==> src/hdl/dprq_ram.sv <==
// generic single write port ram with registered read
module dprq_ram #(
    parameter int WIDTH = 8,
    parameter int DEPTH = 32
) (
    input  logic                     clk,
    input  logic                     we,
    input  logic [$clog2(DEPTH)-1:0] waddr,
    input  logic [WIDTH-1:0]         wdata,
    input  logic [$clog2(DEPTH)-1:0] raddr,
    output logic [WIDTH-1:0]         rdata
);

    logic [WIDTH-1:0] mem [DEPTH];

    always_ff @(posedge clk)
    begin
        if (we)
        begin
            mem[waddr] <= wdata;
        end
        rdata <= mem[raddr];
    end

endmodule

==> config.mk <==
export PLATFORM = sky130hd
export DESIGN_NAME = dprq_ram
export DESIGN_NICKNAME = d
export VERILOG_FILES = /design/src/hdl/dprq_ram.sv
export SDC_FILE = /design/constraint.sdc
export NUM_CORES = 1
export LEC_CHECK = 0
export ABC_AREA = 0
export BUFFER_PORTS_ARGS = -buffer_cell sky130_fd_sc_hd__buf_2
export CAP_MARGIN = 0
export CELL_PAD_IN_SITES_DETAIL_PLACEMENT = 0
export CELL_PAD_IN_SITES_GLOBAL_PLACEMENT = 2
export CORE_UTILIZATION = 40
export DETAILED_ROUTE_END_ITERATION = 7
export PLACE_DENSITY = 0.72
export SLEW_MARGIN = 0
export SYNTH_ARGS = -nofsm -noshare
export SYNTH_HDL_FRONTEND = slang
export SYNTH_SLANG_ARGS = --single-unit
export TNS_END_PERCENT = 100
==> constraint.sdc <==
create_clock -name clk -period 2 [get_ports clk]
set_input_delay 0.1 -clock clk [delete_from_list [all_inputs] [get_ports clk]]
set_output_delay 0.1 -clock clk [all_outputs]
set_load 0.1 [all_outputs]
==> results of run 1 <==
## logic make-up after synthesis
kind of cell,Yosys count
flops,264
buf+inv,20
mux,88
simple gates,45
## worst max-delay path, cell delays in order, from the launching register on
cell and delay [ns]:
edfxtp_1 0.36, mux4_2 0.52, mux4_2 0.53, mux2_2 0.29
## synthesized netlist by cell type
cell / n / area share
or3_1: 1 / 0.00062
buf_2: 1 / 0.00050
mux4_2: 80 / 0.18
nor2_1: 33 / 0.012
buf_1: 6 / 0.0022
mux2_2: 8 / 0.0090
dfxtp_1: 8 / 0.016
nand2_1: 1 / 0.00037
nand3_1: 2 / 0.0010
nand3b_1: 5 / 0.0037
edfxtp_1: 256 / 0.76
or3b_2: 3 / 0.0026
clkbuf_1: 6 / 0.0022
buf_4: 6 / 0.0045
buf_6: 1 / 0.0011
## per-layer routing
layer | vias up | part of all wire | routed length (um)
met5 | - | 0 | 0
met4 | 0 | 0.0078 | 157
met3 | 9 | 0.068 | 1380
met2 | 145 | 0.49 | 9820
met1 | 2338 | 0.44 | 8880
li1 | 1924 | - | -
## power by group through the flow
| stage | Combinational, mW | Clock, mW | Sequential (mW) |
|---|---|---|---|
| 6_report | 0.761 | 4.26 | 6.18 |
| 5_1_grt | 0.805 | 4.55 | 6.19 |
| 4_1_cts | 0.776 | 4.33 | 6.18 |
| 3_5_place_dp | 0.774 | 0 | 6.30 |
| 3_3_place_gp | 0.764 | 0 | 6.30 |
| 2_1_floorplan | 0.328 | 0 | 6.45 |
## through the flow
| stage | cells | util | hold WS [ns] | setup TNS [ns] | total power, mW |
|---|---|---|---|---|---|
| finish | 830 | 0.474 | 0.0506 | 0 | 11.2 |
| global route | 830 | 0.474 | 0.0419 | 0 | 11.5 |
| CTS | 830 | 0.474 | 0.0415 | 0 | 11.3 |
| detailed placement | 789 | 0.445 | 0.575 | -0.0662 | 7.08 |
| global placement | 789 | 0.445 | 0.568 | -0.0864 | 7.06 |
| floorplan | 417 | - | 0.199 | 0 | 6.78 |
## layout make-up
type                    instances  area, sq um
well taps                     324          405
repair buffers                 68          533
clock buffers                  32          652
clock inverters                 9         67.6
fillers                      1991        12900
multi-input cells             133         2100
flip-flops and latches        264         7850
## state kept, by name (all words and copies together) (netlist names)
signal and flops:
rdata 8, mem 256
## worst max-delay path by stage
stage	start	cells past startpoint	to	slack, ns
3_5_place_dp	raddr[0]	5	rdata[2]	-0.03
2_1_floorplan	raddr[2]	5	rdata[0]	0.1
3_3_place_gp	raddr[0]	5	rdata[2]	-0.05
5_1_grt	mem[13][1]	3	rdata[1]	0.15
6_report	mem[12][1]	3	rdata[1]	0.19
4_1_cts	mem[12][1]	3	rdata[1]	0.17
## placed cells by master, fill, tap and decap left out, drive strengths merged
cell type    n
nand2        1
edfxtp     256
clkinvlp     1
mux2         8
dfxtp        8
nand3b       5
clkbuf      32
or3b         3
mux4        80
buf         68
nor2        33
nand3        2
clkinv       7
or3          1
bufinv       1
==> metrics.txt, run 1 <==
status=completed; Worst Path Class, Setup=flip-flop to flip-flop; synthesized area per cell=24.1 sq um; Syn Nets=437; dpl hpwl=13.1 mm; post-synthesis mux area share=0.188; Boundary Pins=28; pre-CTS WS=-0.0336 ns; # Post-CTS Setup Buffers=0; die area=0.0258 sq mm; final period utilization=0.903; Slew Limit Headroom=0.586; simple-gate portion of the synthesized area=0.0207; initial antenna violation count=0; CTS tree=built; die width=161 um; Post-Synth Adder-Cell Area=0; switching power=2.37 mW; Least-Margin Pin Slew=0.621 ns; Yosys cell types=15; met3 usage in global routing=0.0235; R2R cell count=3; 1st-iter DRT viols=532; internal reg-to-reg setup slack=0.19 ns; Core Box Area=0.0245 sq mm; setup violators final=0; fraction of layout cells with a size suffix above 1=0.374; CP max FO=1; required time of the critical path=2.40 ns; DRC viols=0; Post-Route Skew=0.00820 ns; clk sink count=264; Post-Syn Instances=417; H-tree levels=1; worst skew pair latency=0.51 ns; PwrDens=965 mW/mm^2; internal power=8.83 mW; clock power share=0.380; Sw Ratio=0.211; sequential share of power=0.552; Leak=3.67 nW; synthesis-to-layout area growth=15.4%; VDD IR max=0.000453 V; hold endpoint=rdata[2]; Initial Utilization=0.411; Period minus WS final=1.81 ns; CTS resizes=0; total gr overflow=0; xor and xnor area share after synthesis=0; logic gate share of total power=0.068; Die H=161 um; reg2reg start=mem[12][1]; post-synthesis register bit count=264; Clock Tree Buf Depth=3; dpl cell area=0.0109 sq mm; Final Instance Area=0.0116 sq mm; first-pass GRT wire length=30.3 mm; GR peak layer=met2; combinational family with the most area after synthesis=multiplexers; routed vias/inst=5.32; largest net degree at the start of global routing=33; number of diodes=0; GRT Resource Usage Total=0.163; Hold/Removal Path Class=primary input to flip-flop; met1 usage=0.241; drt first pass iters=4; Worst-path clk slew=0.06 ns; placer congestion estimate=0.776; final worst slack=0.194 ns; Synth Area in Compound Gates=0; final-stage net count=512; routed len/inst=24.4 um; port buffer count=27; Routed Wire Length=20.2 mm; hold path start=raddr[3]; Synth Warn #=0; maximum clock rate=0.554 GHz; post-route ant nets=0; final hold viol count=0; Seq/Total Area, Yosys=0.781; Root Driver=clkbuf_16; CP Capture Type=flip-flop; RSZ-0062 raised after global routing=false; max_cap viols=0; data arrival time of the critical path=2.21 ns; # rows=57; hold path cells=2; total CTS buffers=25; reg2reg end=rdata[1]; pins over their slew limit=0; Startpoint Class=flip-flop; vias in the first global route=4579; hold_buf cts=0; GR Util met2=0.260; Vias=4416; Mapped Area=0.0101 sq mm
Note: power is estimated with default switching activity, not from simulation.
==> run 2, diff against run 1 <==
Settings changed: CORE_UTILIZATION 40 to 30, PLACE_DENSITY 0.72 to 0.58.
==> run 2 against run 1 <==
Critical endpoint unchanged. Routed wire length grew 9.8%. Register-to-register slack about the same. First-iteration DRC count down 19%. Cell area increased by 3.2%. Worst hold slack got worse by 0.0051 ns.
==> metrics.txt, run 2 (synthesis gave the netlist of run 1 again) <==
status=completed; Period minus WS final=1.80 ns (-0.00875 ns); synthesis-to-layout area growth=19.1%; Die H=185 um (+15%); internal reg-to-reg setup slack=0.20 ns (about the same); die width=185 um (+15%); post-route ant nets=0 (unchanged); first-pass GRT wire length=33.4 mm (+9.9%); most frequent cells in the layout=256 x edfxtp_1, 80 x mux4_2, 37 x buf_4, 33 x nor2_1, 27 x clkbuf_16; drt first pass iters=4 (unchanged); H-tree levels=1 (unchanged); clk sink count=264 (unchanged); Top Registers=mem: 256 flops, rdata: 8 flops; internal power=9.51 mW (+7.7%); dpl hpwl=15.0 mm (+14%); CP peak stage delay=0.55 ns (+0.02 ns); DRC viols=0 (unchanged); CP Capture Type=flip-flop; Sw Ratio=0.211 (-0.000483); 1st-iter DRT viols=432 (-19%); GRT Resource Usage Total=0.137 (-0.0260); Routed Wire Length=22.2 mm (+9.8%); max_cap viols=0 (unchanged); Core Box Area=0.0328 sq mm (+34%); routed len/inst=23.2 um (-5.0%); largest net degree at the start of global routing=33 (unchanged); largest reg by FF count=mem; hold_buf cts=0 (unchanged); DR top layer=met4; number of diodes=0 (unchanged); Post-Route Skew=0.00882 ns (+0.000620 ns); VDD IR max=0.000604 V (+33%); final hold viol count=0 (unchanged); final-stage net count=517 (+0.98%); # rows=66 (+16%); # Post-CTS Setup Buffers=0 (unchanged); Leak=3.78 nW (+2.9%); crit-path cells=mux4_2 > mux4_2 > mux2_2; total power draw=12.1 mW (+7.6%); switching power=2.54 mW (+7.4%); initial antenna violation count=0 (unchanged); Critical Path Most Common Cell=mux4_2; total CTS buffers=27 (+8.0%); fraction of layout cells with a size suffix above 1=0.393 (+0.0191); Root Driver=clkbuf_16; CP max-delay cell=mux4_2; die area=0.0342 sq mm (+33%); Clock Tree Buf Depth=3 (unchanged); CP max FO=1 (unchanged); hold_ws=0.0456 ns (-0.00506 ns); pins over their slew limit=0 (unchanged); port buffer count=27 (unchanged); Hold/Removal Path Class=primary input to flip-flop; met3 wire length=1.06 mm (-23%); required time of the critical path=2.42 ns (+0.02 ns); worst skew pair latency=0.53 ns (+0.02 ns); clock power share=0.423 (+0.043); Worst-path clk slew=0.06 ns (about the same); fin util=0.365 (-0.109); routed vias/inst=4.59 (-14%); data arrival time of the critical path=2.22 ns (about the same); placer congestion estimate=0.713 (-8.1%); sequential share of power=0.512 (-0.040); Initial Utilization=0.307 (-0.104); Least-Margin Pin Slew=0.668 ns (+0.0465 ns); logic gate share of total power=0.064 (-0.004); commonest non-fill, non-tap cell in the layout=edfxtp_1; Slew Limit Headroom=0.555 (-0.0310); CTS resizes=0 (unchanged); Vias=4404 (-0.27%); Post-Route M1 WL=9.50 mm (+7.0%); final period utilization=0.899 (-0.00438); maximum clock rate=0.556 GHz (+0.49%); PwrDens=1010 mW/mm^2 (+4.3%); setup violators final=0 (unchanged); CTS tree=built; vias in the first global route=4852 (+6.0%); Worst Path Class, Setup=flip-flop to flip-flop; RSZ-0062 raised after global routing=false; Boundary Pins=28 (unchanged); metal2 WL=11.3 mm (+15%); total gr overflow=0 (unchanged); Startpoint Class=flip-flop; flip-flop count of the largest register after layout=256 (unchanged)
==> run 2: changes by cell type in the layout (fill, tap and decap cells not counted) <==
cell / before / now
buf_4: 35 / 37
clkinv_1: 4 / 1
buf_12: 7 / 8
clkbuf_8: 0 / 2
clkinvlp_4: 1 / 3
bufinv_16: 1 / 4
clkinv_2: 3 / 4
clkbuf_16: 25 / 27
inv_6: 0 / 1
==> run 2: area by class of cell <==
class | count | area (sq um)
Fill cell | 2980 | 20800
Clock inverter | 13 | 175
Clock buffer | 36 | 729
Tap cell | 442 | 553
Multi-Input combinational cell | 133 | 2100
Sequential cell | 264 | 7850
Timing Repair Buffer | 71 | 568
==> run 2: power by group through the flow <==
stage	Sequential (mW)	Clock [mW]	Combinational [mW]
after floorplan	6.45	0	0.328
after global placement	6.30	0	0.787
after detailed placement	6.30	0	0.796
after CTS	6.18	5.20	0.797
after global routing	6.18	5.39	0.825
final	6.18	5.10	0.773
==> run 2: critical path, delay by kind of cell, from the launching register on <==
| family | cells | cell delay, ns |
|---|---|---|
| multiplexers | 3 | 1.32 |
| flip-flops | 1 | 0.36 |
==> run 2: routing by layer <==
metal / up-vias / track usage
met3: 30 / 0.0181
met1: 2339 / 0.184
li1: 1938 / -
met5: - / 0
met4: 0 / 0.0350
met2: 97 / 0.236
==> run 2: metrics by stage <==
stage          instances  setup slack [ns]  TNS, ns  cell area [sq um]
2_1_floorplan        417            0.0976        0              10100
3_3_place_gp         910           -0.0729   -0.198              11100
3_5_place_dp         910           -0.0655   -0.153              11100
4_1_cts              959             0.160        0              12000
5_1_grt              959             0.154        0              12000
6_report             959             0.203        0              12000
==> run 2: worst paths after layout <==
kind	start	end	depth (start not counted)
worst max-delay path	mem[23][1]	rdata[1]	3
worst min-delay path	raddr[3]	rdata[1]	2
worst max register to register	mem[23][1]	rdata[1]	3
worst min register to register	mem[24][0]	rdata[0]	3
==> run 3, diff against run 2 <==
Settings changed: PLACE_DENSITY 0.58 to 0.57.
Clock period 2 ns to 2.3 ns, I/O delays scaled along.
==> run 3 against run 2 <==
Global-route usage fell by 0.18 points. Non-clock buffer count shrank 4. Combinational power decreased by 16%. Largest cell class unchanged.
==> metrics.txt, run 3 (synthesis gave the netlist of run 1 again) <==
status=completed; drt first pass iters=4 (unchanged); Leak=3.76 nW (-0.41%); multi-input logic area=0.00210 sq mm (unchanged); clk sink count=264 (unchanged); die area=0.0342 sq mm (unchanged); largest reg by FF count=mem; CP max-delay cell=mux4_2; Least-Margin Pin Slew=0.629 ns (-0.0383 ns); Startpoint Class=flip-flop; # rows=66 (unchanged); GR peak layer=met2; routed len/inst=23.4 um (+0.96%); first-pass GRT wire length=32.9 mm (-1.3%); CTS resizes=0 (unchanged); CP Capture Type=flip-flop; internal power=8.41 mW (-12%); Routed Wire Length=22.3 mm (+0.43%); Slew Limit Headroom=0.580 (+0.0255); final-stage net count=513 (-0.77%); CTS tree=built; Boundary Pins=28 (unchanged); CP peak stage delay=0.54 ns (about the same); met3 usage in global routing=0.0183 (+0.000197); fin util=0.364 (-0.00168); DRC viols=0 (unchanged); CP max FO=1 (unchanged); most frequent cells in the layout=256 x edfxtp_1, 80 x mux4_2, 37 x buf_4, 33 x nor2_1, 27 x clkbuf_16; GRT Resource Usage Total=0.136 (-0.00178); Setup TNS Final=0 ns (unchanged); met1 usage=0.184 (+0.000431); 1st-iter DRT viols=284 (-34%); flip-flop count of the largest register after layout=256 (unchanged); RSZ-0062 raised after global routing=false; switching power=2.14 mW (-16%); sequential share of power=0.509 (-0.003); final period utilization=0.788 (-0.111); Hold/Removal Path Class=primary input to flip-flop; Post-Route Skew=0.00490 ns (-0.00392 ns); GR Util met2=0.230 (-0.00662); placer congestion estimate=0.722 (+1.2%); data arrival time of the critical path=2.22 ns (about the same); Worst Path Class, Setup=flip-flop to flip-flop; Top Registers=mem: 256 flops, rdata: 8 flops; Root Driver=clkbuf_16; required time of the critical path=2.70 ns (+0.28 ns); Initial Utilization=0.307 (unchanged); largest net degree at the start of global routing=34 (+3.0%); hold_buf cts=0 (unchanged); routed vias/inst=4.72 (+2.8%); Clock Tree Buf Depth=3 (unchanged); fraction of layout cells with a size suffix above 1=0.385 (-0.00788); commonest non-fill, non-tap cell in the layout=edfxtp_1; dpl hpwl=14.0 mm (-6.8%); total gr overflow=0 (unchanged); Worst-path clk slew=0.06 ns (about the same); post-route ant nets=0 (unchanged); Critical Path Most Common Cell=mux4_2; number of diodes=0 (unchanged); synthesis-to-layout area growth=18.5%; pins over their slew limit=0 (unchanged); total CTS buffers=27 (unchanged); die width=185 um (unchanged); crit-path cells=mux4_2 > mux4_2 > mux2_2; hold_ws=0.0825 ns (+0.0369 ns); pre-CTS WS=0.191 ns (+0.256 ns); H-tree levels=1 (unchanged); Sequential Area=0.00785 sq mm (unchanged); port buffer count=27 (unchanged); Sw Ratio=0.203 (-0.00804); final worst slack=0.487 ns (+0.285 ns); Core Box Area=0.0328 sq mm (unchanged); Die H=185 um (unchanged); maximum clock rate=0.552 GHz (-0.84%); max_cap viols=0 (unchanged); PwrDens=885 mW/mm^2 (-12%); Period minus WS final=1.81 ns (+0.0152 ns); logic gate share of total power=0.062 (-0.002); worst skew pair latency=0.52 ns (about the same); final hold viol count=0 (unchanged); VDD IR max=0.000503 V (-17%); # fillers=2992 (+0.40%); vias in the first global route=4867 (+0.31%); setup violators final=0 (unchanged); initial antenna violation count=0 (unchanged); clock power share=0.429 (+0.006); Vias=4503 (+2.2%); # Post-CTS Setup Buffers=0 (unchanged)
-- run 3: cell count changes in the layout (fill, tap and decap cells not counted) --
cell | before | now
clkbuf_1 | 7 | 5
clkinv_2 | 4 | 3
bufinv_16 | 4 | 5
clkinv_1 | 1 | 4
buf_12 | 8 | 4
inv_6 | 1 | 0
clkinvlp_4 | 3 | 0
clkbuf_8 | 2 | 4
-- run 3: metal layers --
layer  share of wire  vias up  wire length, um
met4           0.017        0              374
met1            0.45     2457             9990
met3           0.041       26              905
met5               0        -                0
li1                -     1928                -
met2            0.49       92            11000
-- run 3: path summary, 6_finish.rpt --
check,from,slack (ns),end,depth (start not counted)
worst min register to register,mem[31][3],0.91,rdata[3],3
worst max-delay path,mem[21][1],0.49,rdata[1],3
worst max register to register,mem[21][1],0.49,rdata[1],3
worst min-delay path,raddr[3],0.08,rdata[0],2
-- run 3: final cells by class --
cell class / instances / area share
flip-flops and latches: 264 / 0.658
multi-input cells: 133 / 0.176
clock buffers: 36 / 0.0629
well taps: 442 / 0.0464
repair buffers: 67 / 0.0409
clock inverters: 12 / 0.0151
-- run 3: critical path, delay by kind of cell, from the launching register on --
| kind | cells | cell delay (ns) |
|---|---|---|
| muxes | 3 | 1.35 |
| DFF | 1 | 0.36 |
-- run 3: power by group through the flow --
stage / Sequential (mW) / Clock, mW / Combinational [mW]
floorplan: 5.61 / 0 / 0.285
global placement: 5.47 / 0 / 0.660
detailed placement: 5.48 / 0 / 0.670
CTS: 5.37 / 4.64 / 0.670
global route: 5.38 / 4.82 / 0.693
finish: 5.37 / 4.53 / 0.649
-- run 3: per-stage QoR --
step | cell area, sq um | power, mW | instances
floorplan | 10100 | 5.90 | 417
CTS | 11900 | 10.7 | 954
global placement | 11000 | 6.13 | 906
detailed placement | 11000 | 6.15 | 906
finish | 11900 | 10.5 | 954
global route | 11900 | 10.9 | 954
