**config.mk**
```make
export PLATFORM = sky130hd
export DESIGN_NAME = dprq_seq
export DESIGN_NICKNAME = d
export VERILOG_FILES = /design/src/hdl/dprq_pkg.sv /design/src/hdl/dprq_cmp.sv /design/src/hdl/dprq_seq.sv
export SDC_FILE = /design/constraint.sdc
export NUM_CORES = 1
export LEC_CHECK = 0
export ABC_AREA = 1
export BUFFER_PORTS_ARGS = -buffer_cell sky130_fd_sc_hd__buf_2
export CAP_MARGIN = 20
export CORE_ASPECT_RATIO = 0.5
export CORE_UTILIZATION = 40
export DETAILED_ROUTE_END_ITERATION = 8
export HOLD_SLACK_MARGIN = 0.08
export PLACE_DENSITY = 0.67
export SLEW_MARGIN = 20
export SYNTH_ARGS = -nofsm -noshare
export SYNTH_HDL_FRONTEND = slang
export SYNTH_SLANG_ARGS = --single-unit
```
**constraint.sdc**
```tcl
create_clock -name clk -period 14.71 [get_ports clk]
set_clock_uncertainty 0.15 [all_clocks]
set_input_delay 0.7355 -clock clk [delete_from_list [all_inputs] [get_ports clk]]
set_output_delay 0.7355 -clock clk [all_outputs]
set_load 0.01 [all_outputs]
```
**src/hdl/dprq_pkg.sv**
```systemverilog
// shared types, widths and codes for the delayed packet release queue
package dprq_pkg;

    localparam int QUEUE_DEPTH = 32;
    localparam int TIME_BITS   = 48;
    localparam int ADDR_W      = $clog2(QUEUE_DEPTH);
    localparam int CNT_W       = $clog2(QUEUE_DEPTH + 1);
    localparam int SEQ_W       = 32;

    localparam int HANDLE_W    = 16;
    localparam int IP_W        = 32;
    localparam int PORT_W      = 16;
    localparam int DELAY_W     = 32;
    localparam int NOW_W       = 48;
    localparam int PEND_W      = 6;
    localparam int CMD_W       = 2;
    localparam int KIND_W      = 3;

    localparam int SUM_W       = ((TIME_BITS > DELAY_W) ? TIME_BITS : DELAY_W) + 1;

    localparam int IN_TDATA_W  = 152;
    localparam int OUT_TDATA_W = 72;

    // entry layout in the slot memory, lowest bits first
    localparam int OFS_HANDLE  = 0;
    localparam int OFS_IP      = OFS_HANDLE + HANDLE_W;
    localparam int OFS_PORT    = OFS_IP + IP_W;
    localparam int OFS_SEQ     = OFS_PORT + PORT_W;
    localparam int OFS_REL     = OFS_SEQ + SEQ_W;
    localparam int ENTRY_W     = OFS_REL + TIME_BITS;

    localparam logic [CMD_W-1:0] CMD_SUBMIT = 2'd0;
    localparam logic [CMD_W-1:0] CMD_TICK   = 2'd1;
    localparam logic [CMD_W-1:0] CMD_CLEAR  = 2'd2;

    localparam logic [KIND_W-1:0] KIND_SEND    = 3'd0;
    localparam logic [KIND_W-1:0] KIND_DROPPED = 3'd1;
    localparam logic [KIND_W-1:0] KIND_QUEUED  = 3'd2;
    localparam logic [KIND_W-1:0] KIND_NOTHING = 3'd3;
    localparam logic [KIND_W-1:0] KIND_REJECT  = 3'd4;

    typedef struct packed {
        logic [CMD_W-1:0]     cmd;
        logic [HANDLE_W-1:0]  handle;
        logic [IP_W-1:0]      ip;
        logic [PORT_W-1:0]    port;
        logic                 drop;
        logic                 dup;
        logic                 zero_delay;
        logic [TIME_BITS-1:0] now;
        logic [TIME_BITS-1:0] release_time;
    } req_t;

    typedef struct packed {
        logic [KIND_W-1:0]   kind;
        logic [HANDLE_W-1:0] handle;
        logic [IP_W-1:0]     ip;
        logic [PORT_W-1:0]   port;
        logic                last;
        logic [PEND_W-1:0]   pending;
    } res_t;

endpackage

```
**src/hdl/dprq_cmp.sv**
```systemverilog
// shared key compare unit: ready test and key order against the current best
module dprq_cmp
    import dprq_pkg::*;
(
    input  logic [TIME_BITS-1:0] cand_release,
    input  logic [SEQ_W-1:0]     cand_seq,
    input  logic [TIME_BITS-1:0] best_release,
    input  logic [SEQ_W-1:0]     best_age,
    input  logic [TIME_BITS-1:0] now_time,
    input  logic [SEQ_W-1:0]     seq_ctr,
    output logic                 ready,
    output logic                 precedes,
    output logic [SEQ_W-1:0]     cand_age
);

    // age against the running counter keeps insertion order across wrap
    assign cand_age = seq_ctr - cand_seq;
    assign ready    = (cand_release <= now_time);

    always_comb
    begin
        if (cand_release != best_release)
        begin
            precedes = (cand_release < best_release);
        end
        else
        begin
            precedes = (cand_age > best_age);
        end
    end

endmodule

```
**src/hdl/dprq_seq.sv**
```systemverilog
// sequencer: command decode, slot insert, ready count and best search passes
module dprq_seq
    import dprq_pkg::*;
(
    input  logic               clk,
    input  logic               rst_n,
    input  logic               start,
    input  req_t               req,
    output logic               in_ready,
    output logic               ram_we,
    output logic [ADDR_W-1:0]  ram_waddr,
    output logic [ENTRY_W-1:0] ram_wdata,
    output logic [ADDR_W-1:0]  ram_raddr,
    input  logic [ENTRY_W-1:0] ram_rdata,
    output logic               out_valid,
    input  logic               out_ready,
    output res_t               res
);

    localparam logic [2:0] ST_IDLE   = 3'd0;
    localparam logic [2:0] ST_DECIDE = 3'd1;
    localparam logic [2:0] ST_INSERT = 3'd2;
    localparam logic [2:0] ST_COUNT  = 3'd3;
    localparam logic [2:0] ST_SEARCH = 3'd4;
    localparam logic [2:0] ST_EMIT   = 3'd5;

    logic [2:0]             state_reg, state_next;
    logic [QUEUE_DEPTH-1:0] valid_reg, valid_next;
    logic [SEQ_W-1:0]       seq_ctr_reg, seq_ctr_next;
    logic [CNT_W-1:0]       occ_reg, occ_next;
    logic [CNT_W-1:0]       count_reg, count_next;
    logic [CNT_W-1:0]       released_reg, released_next;
    logic [ADDR_W:0]        scan_reg, scan_next;
    logic                   rd_live_reg, rd_live_next;
    logic [ADDR_W-1:0]      rd_slot_reg, rd_slot_next;
    logic                   best_found_reg, best_found_next;
    logic                   dup_left_reg, dup_left_next;
    logic                   out_valid_reg, out_valid_next;

    logic [ADDR_W-1:0]      best_slot_reg, best_slot_next;
    logic [TIME_BITS-1:0]   best_release_reg, best_release_next;
    logic [SEQ_W-1:0]       best_age_reg, best_age_next;
    logic [HANDLE_W-1:0]    best_handle_reg, best_handle_next;
    logic [IP_W-1:0]        best_ip_reg, best_ip_next;
    logic [PORT_W-1:0]      best_port_reg, best_port_next;
    res_t                   res_reg, res_next;

    logic [TIME_BITS-1:0]   cand_release;
    logic [SEQ_W-1:0]       cand_seq;
    logic [SEQ_W-1:0]       cand_age;
    logic                   cand_ready;
    logic                   cand_before;
    logic                   hit;
    logic                   scan_done;
    logic                   full;
    logic [ADDR_W-1:0]      free_idx;
    logic [CNT_W-1:0]       occ_left;

    assign cand_release = ram_rdata[OFS_REL +: TIME_BITS];
    assign cand_seq     = ram_rdata[OFS_SEQ +: SEQ_W];

    dprq_cmp u_cmp (
        .cand_release (cand_release),
        .cand_seq     (cand_seq),
        .best_release (best_release_reg),
        .best_age     (best_age_reg),
        .now_time     (req.now),
        .seq_ctr      (seq_ctr_reg),
        .ready        (cand_ready),
        .precedes     (cand_before),
        .cand_age     (cand_age)
    );

    // lowest free slot
    always_comb
    begin
        free_idx = '0;
        for (int i = QUEUE_DEPTH - 1; i >= 0; i--)
        begin
            if (!valid_reg[i])
            begin
                free_idx = ADDR_W'(i);
            end
        end
    end

    assign full = req.dup ? (occ_reg >= CNT_W'(QUEUE_DEPTH - 1))
                          : (occ_reg >= CNT_W'(QUEUE_DEPTH));
    assign hit       = rd_live_reg && valid_reg[rd_slot_reg] && cand_ready;
    assign scan_done = (scan_reg == (ADDR_W + 1)'(QUEUE_DEPTH)) && !rd_live_reg;
    assign occ_left  = occ_reg - count_reg;

    assign in_ready  = (state_reg == ST_IDLE);
    assign out_valid = out_valid_reg;
    assign res       = res_reg;

    assign ram_waddr = free_idx;
    assign ram_wdata = {req.release_time, seq_ctr_reg, req.port, req.ip, req.handle};

    always_comb
    begin
        state_next        = state_reg;
        valid_next        = valid_reg;
        seq_ctr_next      = seq_ctr_reg;
        occ_next          = occ_reg;
        count_next        = count_reg;
        released_next     = released_reg;
        scan_next         = scan_reg;
        rd_live_next      = 1'b0;
        rd_slot_next      = rd_slot_reg;
        best_found_next   = best_found_reg;
        dup_left_next     = dup_left_reg;
        out_valid_next    = out_valid_reg;
        best_slot_next    = best_slot_reg;
        best_release_next = best_release_reg;
        best_age_next     = best_age_reg;
        best_handle_next  = best_handle_reg;
        best_ip_next      = best_ip_reg;
        best_port_next    = best_port_reg;
        res_next          = res_reg;
        ram_we            = 1'b0;
        ram_raddr         = scan_reg[ADDR_W-1:0];

        // scan pipeline shared by the count and search passes
        if ((state_reg == ST_COUNT || state_reg == ST_SEARCH)
            && scan_reg != (ADDR_W + 1)'(QUEUE_DEPTH))
        begin
            rd_live_next = 1'b1;
            rd_slot_next = scan_reg[ADDR_W-1:0];
            scan_next    = scan_reg + 1'b1;
        end

        unique case (state_reg)
            ST_IDLE:
            begin
                if (start)
                begin
                    state_next = ST_DECIDE;
                end
            end
            ST_DECIDE:
            begin
                res_next         = '0;
                res_next.last    = 1'b1;
                res_next.pending = PEND_W'(occ_reg);
                res_next.kind    = KIND_NOTHING;
                state_next       = ST_EMIT;
                out_valid_next   = 1'b1;
                dup_left_next    = 1'b0;
                unique case (req.cmd)
                    CMD_SUBMIT:
                    begin
                        if (req.drop)
                        begin
                            res_next.kind = KIND_DROPPED;
                        end
                        else if (req.zero_delay)
                        begin
                            res_next.kind   = KIND_SEND;
                            res_next.handle = req.handle;
                            res_next.ip     = req.ip;
                            res_next.port   = req.port;
                            res_next.last   = !req.dup;
                            dup_left_next   = req.dup;
                        end
                        else if (full)
                        begin
                            res_next.kind = KIND_REJECT;
                        end
                        else
                        begin
                            dup_left_next  = req.dup;
                            out_valid_next = 1'b0;
                            state_next     = ST_INSERT;
                        end
                    end
                    CMD_TICK:
                    begin
                        out_valid_next = 1'b0;
                        scan_next      = '0;
                        count_next     = '0;
                        released_next  = '0;
                        state_next     = ST_COUNT;
                    end
                    CMD_CLEAR:
                    begin
                        valid_next       = '0;
                        occ_next         = '0;
                        seq_ctr_next     = '0;
                        res_next.pending = '0;
                    end
                    default:
                    begin
                        res_next.kind = KIND_NOTHING;
                    end
                endcase
            end
            ST_INSERT:
            begin
                ram_we               = 1'b1;
                valid_next[free_idx] = 1'b1;
                seq_ctr_next         = seq_ctr_reg + 1'b1;
                occ_next             = occ_reg + 1'b1;
                if (dup_left_reg)
                begin
                    dup_left_next = 1'b0;
                end
                else
                begin
                    res_next.kind    = KIND_QUEUED;
                    res_next.pending = PEND_W'(occ_reg + 1'b1);
                    out_valid_next   = 1'b1;
                    state_next       = ST_EMIT;
                end
            end
            ST_COUNT:
            begin
                if (hit)
                begin
                    count_next = count_reg + 1'b1;
                end
                if (scan_done)
                begin
                    res_next = '0;
                    if (count_reg == '0)
                    begin
                        res_next.kind    = KIND_NOTHING;
                        res_next.last    = 1'b1;
                        res_next.pending = PEND_W'(occ_reg);
                        out_valid_next   = 1'b1;
                        state_next       = ST_EMIT;
                    end
                    else
                    begin
                        // everything counted leaves in this tick
                        occ_next        = occ_left;
                        res_next.pending = PEND_W'(occ_left);
                        released_next   = '0;
                        scan_next       = '0;
                        best_found_next = 1'b0;
                        state_next      = ST_SEARCH;
                    end
                end
            end
            ST_SEARCH:
            begin
                if (hit && (!best_found_reg || cand_before))
                begin
                    best_found_next   = 1'b1;
                    best_slot_next    = rd_slot_reg;
                    best_release_next = cand_release;
                    best_age_next     = cand_age;
                    best_handle_next  = ram_rdata[OFS_HANDLE +: HANDLE_W];
                    best_ip_next      = ram_rdata[OFS_IP +: IP_W];
                    best_port_next    = ram_rdata[OFS_PORT +: PORT_W];
                end
                if (scan_done)
                begin
                    valid_next[best_slot_reg] = 1'b0;
                    released_next   = released_reg + 1'b1;
                    res_next.kind   = KIND_SEND;
                    res_next.handle = best_handle_reg;
                    res_next.ip     = best_ip_reg;
                    res_next.port   = best_port_reg;
                    res_next.last   = ((released_reg + 1'b1) == count_reg);
                    out_valid_next  = 1'b1;
                    state_next      = ST_EMIT;
                end
            end
            ST_EMIT:
            begin
                if (out_valid_reg && out_ready)
                begin
                    if (dup_left_reg)
                    begin
                        // second copy of an undelayed duplicate
                        dup_left_next = 1'b0;
                        res_next.last = 1'b1;
                    end
                    else if (req.cmd == CMD_TICK && released_reg != count_reg)
                    begin
                        out_valid_next  = 1'b0;
                        scan_next       = '0;
                        best_found_next = 1'b0;
                        state_next      = ST_SEARCH;
                    end
                    else
                    begin
                        out_valid_next = 1'b0;
                        state_next     = ST_IDLE;
                    end
                end
            end
            default:
            begin
                state_next = ST_IDLE;
            end
        endcase
    end

    always_ff @(posedge clk or negedge rst_n)
    begin
        if (!rst_n)
        begin
            state_reg      <= ST_IDLE;
            valid_reg      <= '0;
            seq_ctr_reg    <= '0;
            occ_reg        <= '0;
            count_reg      <= '0;
            released_reg   <= '0;
            scan_reg       <= '0;
            rd_live_reg    <= 1'b0;
            best_found_reg <= 1'b0;
            dup_left_reg   <= 1'b0;
            out_valid_reg  <= 1'b0;
        end
        else
        begin
            state_reg      <= state_next;
            valid_reg      <= valid_next;
            seq_ctr_reg    <= seq_ctr_next;
            occ_reg        <= occ_next;
            count_reg      <= count_next;
            released_reg   <= released_next;
            scan_reg       <= scan_next;
            rd_live_reg    <= rd_live_next;
            best_found_reg <= best_found_next;
            dup_left_reg   <= dup_left_next;
            out_valid_reg  <= out_valid_next;
        end
    end

    always_ff @(posedge clk)
    begin
        rd_slot_reg      <= rd_slot_next;
        best_slot_reg    <= best_slot_next;
        best_release_reg <= best_release_next;
        best_age_reg     <= best_age_next;
        best_handle_reg  <= best_handle_next;
        best_ip_reg      <= best_ip_next;
        best_port_reg    <= best_port_next;
        res_reg          <= res_next;
    end

endmodule

```
==> flow_summary.toml <==
[flow_run]
drv_cap = 0

[timing]
max_freq_mhz = 143
fin_crit_sh_pct = 47.5
slew_viol_final = 0
fin_crit_ps = 6990
grt_setup_unrepaired = "no"
tightest_slew_ps = 1010
hold_violations = 0
setup_tns_ps = 0
relSlewSlack_pct = 32.6
setup_viol = 0

[setup_path]
r2r_slack_ps = 7720
crit_slowest_cell = "buf_12"
arrival_ps = 6990
crit_top_cell = "nand2_1"
endpoint_kind = "flop"
ff2ff_path_depth = 37
worst_path_largest_cell_delay_ps = 620
worstSetupPathType = "flop to flop"
crit_path_end = "best_handle_reg[10]"
crit_path_max_fanout = 144
critPathLaunchType = "flop"
startpoint = "seq_ctr_reg[0]"
rr_endpoint = "best_handle_reg[10]"
rr_startpoint = "seq_ctr_reg[0]"
critical_path_required_ps = 14710

[global_route]
grtUsageTotal_pct = 21.0
first_global_vias = 16235
grt_first_pass_wirelength_um = 86200
antenna_found_initial = 0
grt_start_max_net_pins = 145
grt_overflow = 0

[route]
firstDrtPassIters = 5
viasPerCell = 5.04
wl_per_cell_um = 16.6
drcViolationCount = 0
drt_iter0_markers = 1121
vias = 16434
drt_wl_total_um = 54100
final_antenna_net_count = 0

[clock_network]
cts_max_level = 2
postCtsSetupBuffers = 0
cts.clk_slew.worst_paths_ps = 70
post_cts_resized = 0
cts_buffers = 34
clkSinkCount = 323
cts_tree = "built"
root_buffer = "clkbuf_16"
cts_buffer_depth = 3
hold_buffers = 0
worstSkewPairLatency_ps = 540

[cells_and_area]
design_area_mm2 = 0.0232
fin_nets = 3082
largest_reg_flops = 74
syn_to_final_growth_pct = 16.0
drive_gt1_share_pct = 21.4
antennaDiodeCount = 0

[synthesis]
synth_xor_area_share_pct = 2.01
synth_top_flop_cell = "edfxtp_1"
synth-adder-area-share_pct = 10.9
synth.yosys.seq_area_share_pct = 46.0
synth_compound_area_share_pct = 12.7
synth-simple-area-share_pct = 15.2
synthMuxAreaShare_pct = 0.200
synth-seq-cells = 323
syn_inst = 2257
syn_nets = 2744
ys_types = 62
synth_edf_count = 228
synthArstFlopShare_pct = 29.4
synth_area_mm2 = 0.0200
synth_top_family_by_area = "simple AND/OR/NAND/NOR gates"
avgSynthCellArea_um2 = 8.88
yosys_warnings = 0

[floorplanning]
placementRows = 57
io-pin-count = 544
die_y_um = 160
core_mm2 = 0.0490
start_util_pct = 40.9
die_area_mm2 = 0.0510
die_w_um = 319

[place]
post_dp_cell_area_mm2 = 0.0222
finalWeightedCongestion = 0.931
dpl.hpwl_um = 41000
placement.io_buffers = 447

[power_and_ir_drop]
vdd_drop_max_mv = 0.143
cellPowerDensity_mw_per_mm2 = 161
leakagePower_uw = 0.0113

[worst_hold_path]
hp-class = "input port to asynchronous set/reset pin"

[run_status]
status = "finished, final reports clean"
metrics by stage:
step / cells / setup WS (ps) / util, % / hold WS, ps / total power, uW
finish: 3263 / 7720 / 47.4 / 64.0 / 3740
global route: 3263 / 7010 / 47.4 / 105 / 4010
CTS: 3263 / 7680 / 47.4 / 88.3 / 3780
detailed placement: 3208 / 7450 / 45.2 / 342 / 2900
global placement: 3208 / 7620 / 45.2 / 340 / 2870
floorplan: 2257 / 2990 / - / 276 / 2400
cell usage after synthesis, drive strengths merged (4+ instances only):
| cell | number | area, um2 |
|---|---|---|
| o21bai | 8 | 71.3 |
| buf | 122 | 917 |
| edfxtp | 228 | 6850 |
| xnor2 | 15 | 131 |
| xor2 | 31 | 272 |
| a31oi | 6 | 37.5 |
| o21ai | 199 | 1000 |
| o31ai | 5 | 37.5 |
| o211ai | 9 | 67.6 |
| a221oi | 6 | 52.6 |
| nor2 | 172 | 651 |
| o221ai | 7 | 61.3 |
| o2111ai | 5 | 43.8 |
| nor4 | 15 | 100 |
| nand4 | 36 | 231 |
| mux2i | 4 | 40.0 |
| clkbuf | 32 | 124 |
| o21a | 6 | 45.0 |
| o22ai | 4 | 25.0 |
| nand3 | 83 | 455 |
| nor3 | 21 | 120 |
| a211oi | 13 | 97.6 |
| ha | 172 | 2150 |
| a21oi | 167 | 881 |
| nand2 | 358 | 1420 |
| dfrtp | 95 | 2380 |
| inv | 412 | 1550 |
worst max-delay path: cells and delay by family (launching register included):
family	cells	cell delay, ps
flip-flops	1	420
buffers and inverters	4	860
AND/OR/NAND/NOR	21	2890
AO/OA/AOI/OAI	8	1220
adder cells (fa/ha/maj)	3	850
XOR/XNOR	1	150
power by group:
part	internal (uW)	switching (uW)
combinational	479	958
clock	500	363
sequential	1270	170
per-layer routing:
metal	global-route usage [%]	part of all wire, %
met2	38.8	52
met5	0	0
met1	25.3	41
met3	2.46	4.3
met4	6.90	2.9
final cells by class:
class / instances / area (um2)
Sequential cell: 323 / 9220
Tap cell: 649 / 812
Inverter: 414 / 1550
Multi-Input combinational cell: 1366 / 8260
Fill cell: 4706 / 25700
Timing Repair Buffer: 456 / 2320
Clock inverter: 15 / 155
Clock buffer: 40 / 925
worst min-delay path by stage:
stage	startpoint	end	slack [ps]	cells after the start
6_report	rst_n	occ_reg[4]	60	1
5_1_grt	rst_n	occ_reg[4]	100	1
4_1_cts	rst_n	seq_ctr_reg[12]	90	1
3_5_place_dp	rd_slot_reg[3]	best_slot_reg[3]	340	0
3_3_place_gp	rd_slot_reg[3]	best_slot_reg[3]	340	0
2_1_floorplan	rd_slot_reg[3]	best_slot_reg[3]	280	0
cells in the final DEF, fill, tap and decap left out, types with 31 or more instances in the layout:
cell type	synthesis	final
xor2_1	31	31
nand4_1	35	35
dfrtp_1	95	95
clkbuf_16	0	35
nand3_1	75	74
ha_1	172	172
buf_2	1	446
inv_1	410	410
nand2_1	347	347
edfxtp_1	228	228
nor2_1	170	168
o21ai_0	194	194
a21oi_1	155	154
kinds of logic after synthesis:
logic type	Yosys count
AO/OA/AOI/OAI	449
multiplexers	4
buffers and inverters	568
flip-flops	323
XOR/XNOR	46
AND/OR/NAND/NOR	693
adder cells (fa/ha/maj)	174
Power figures use the tool's default switching activity.
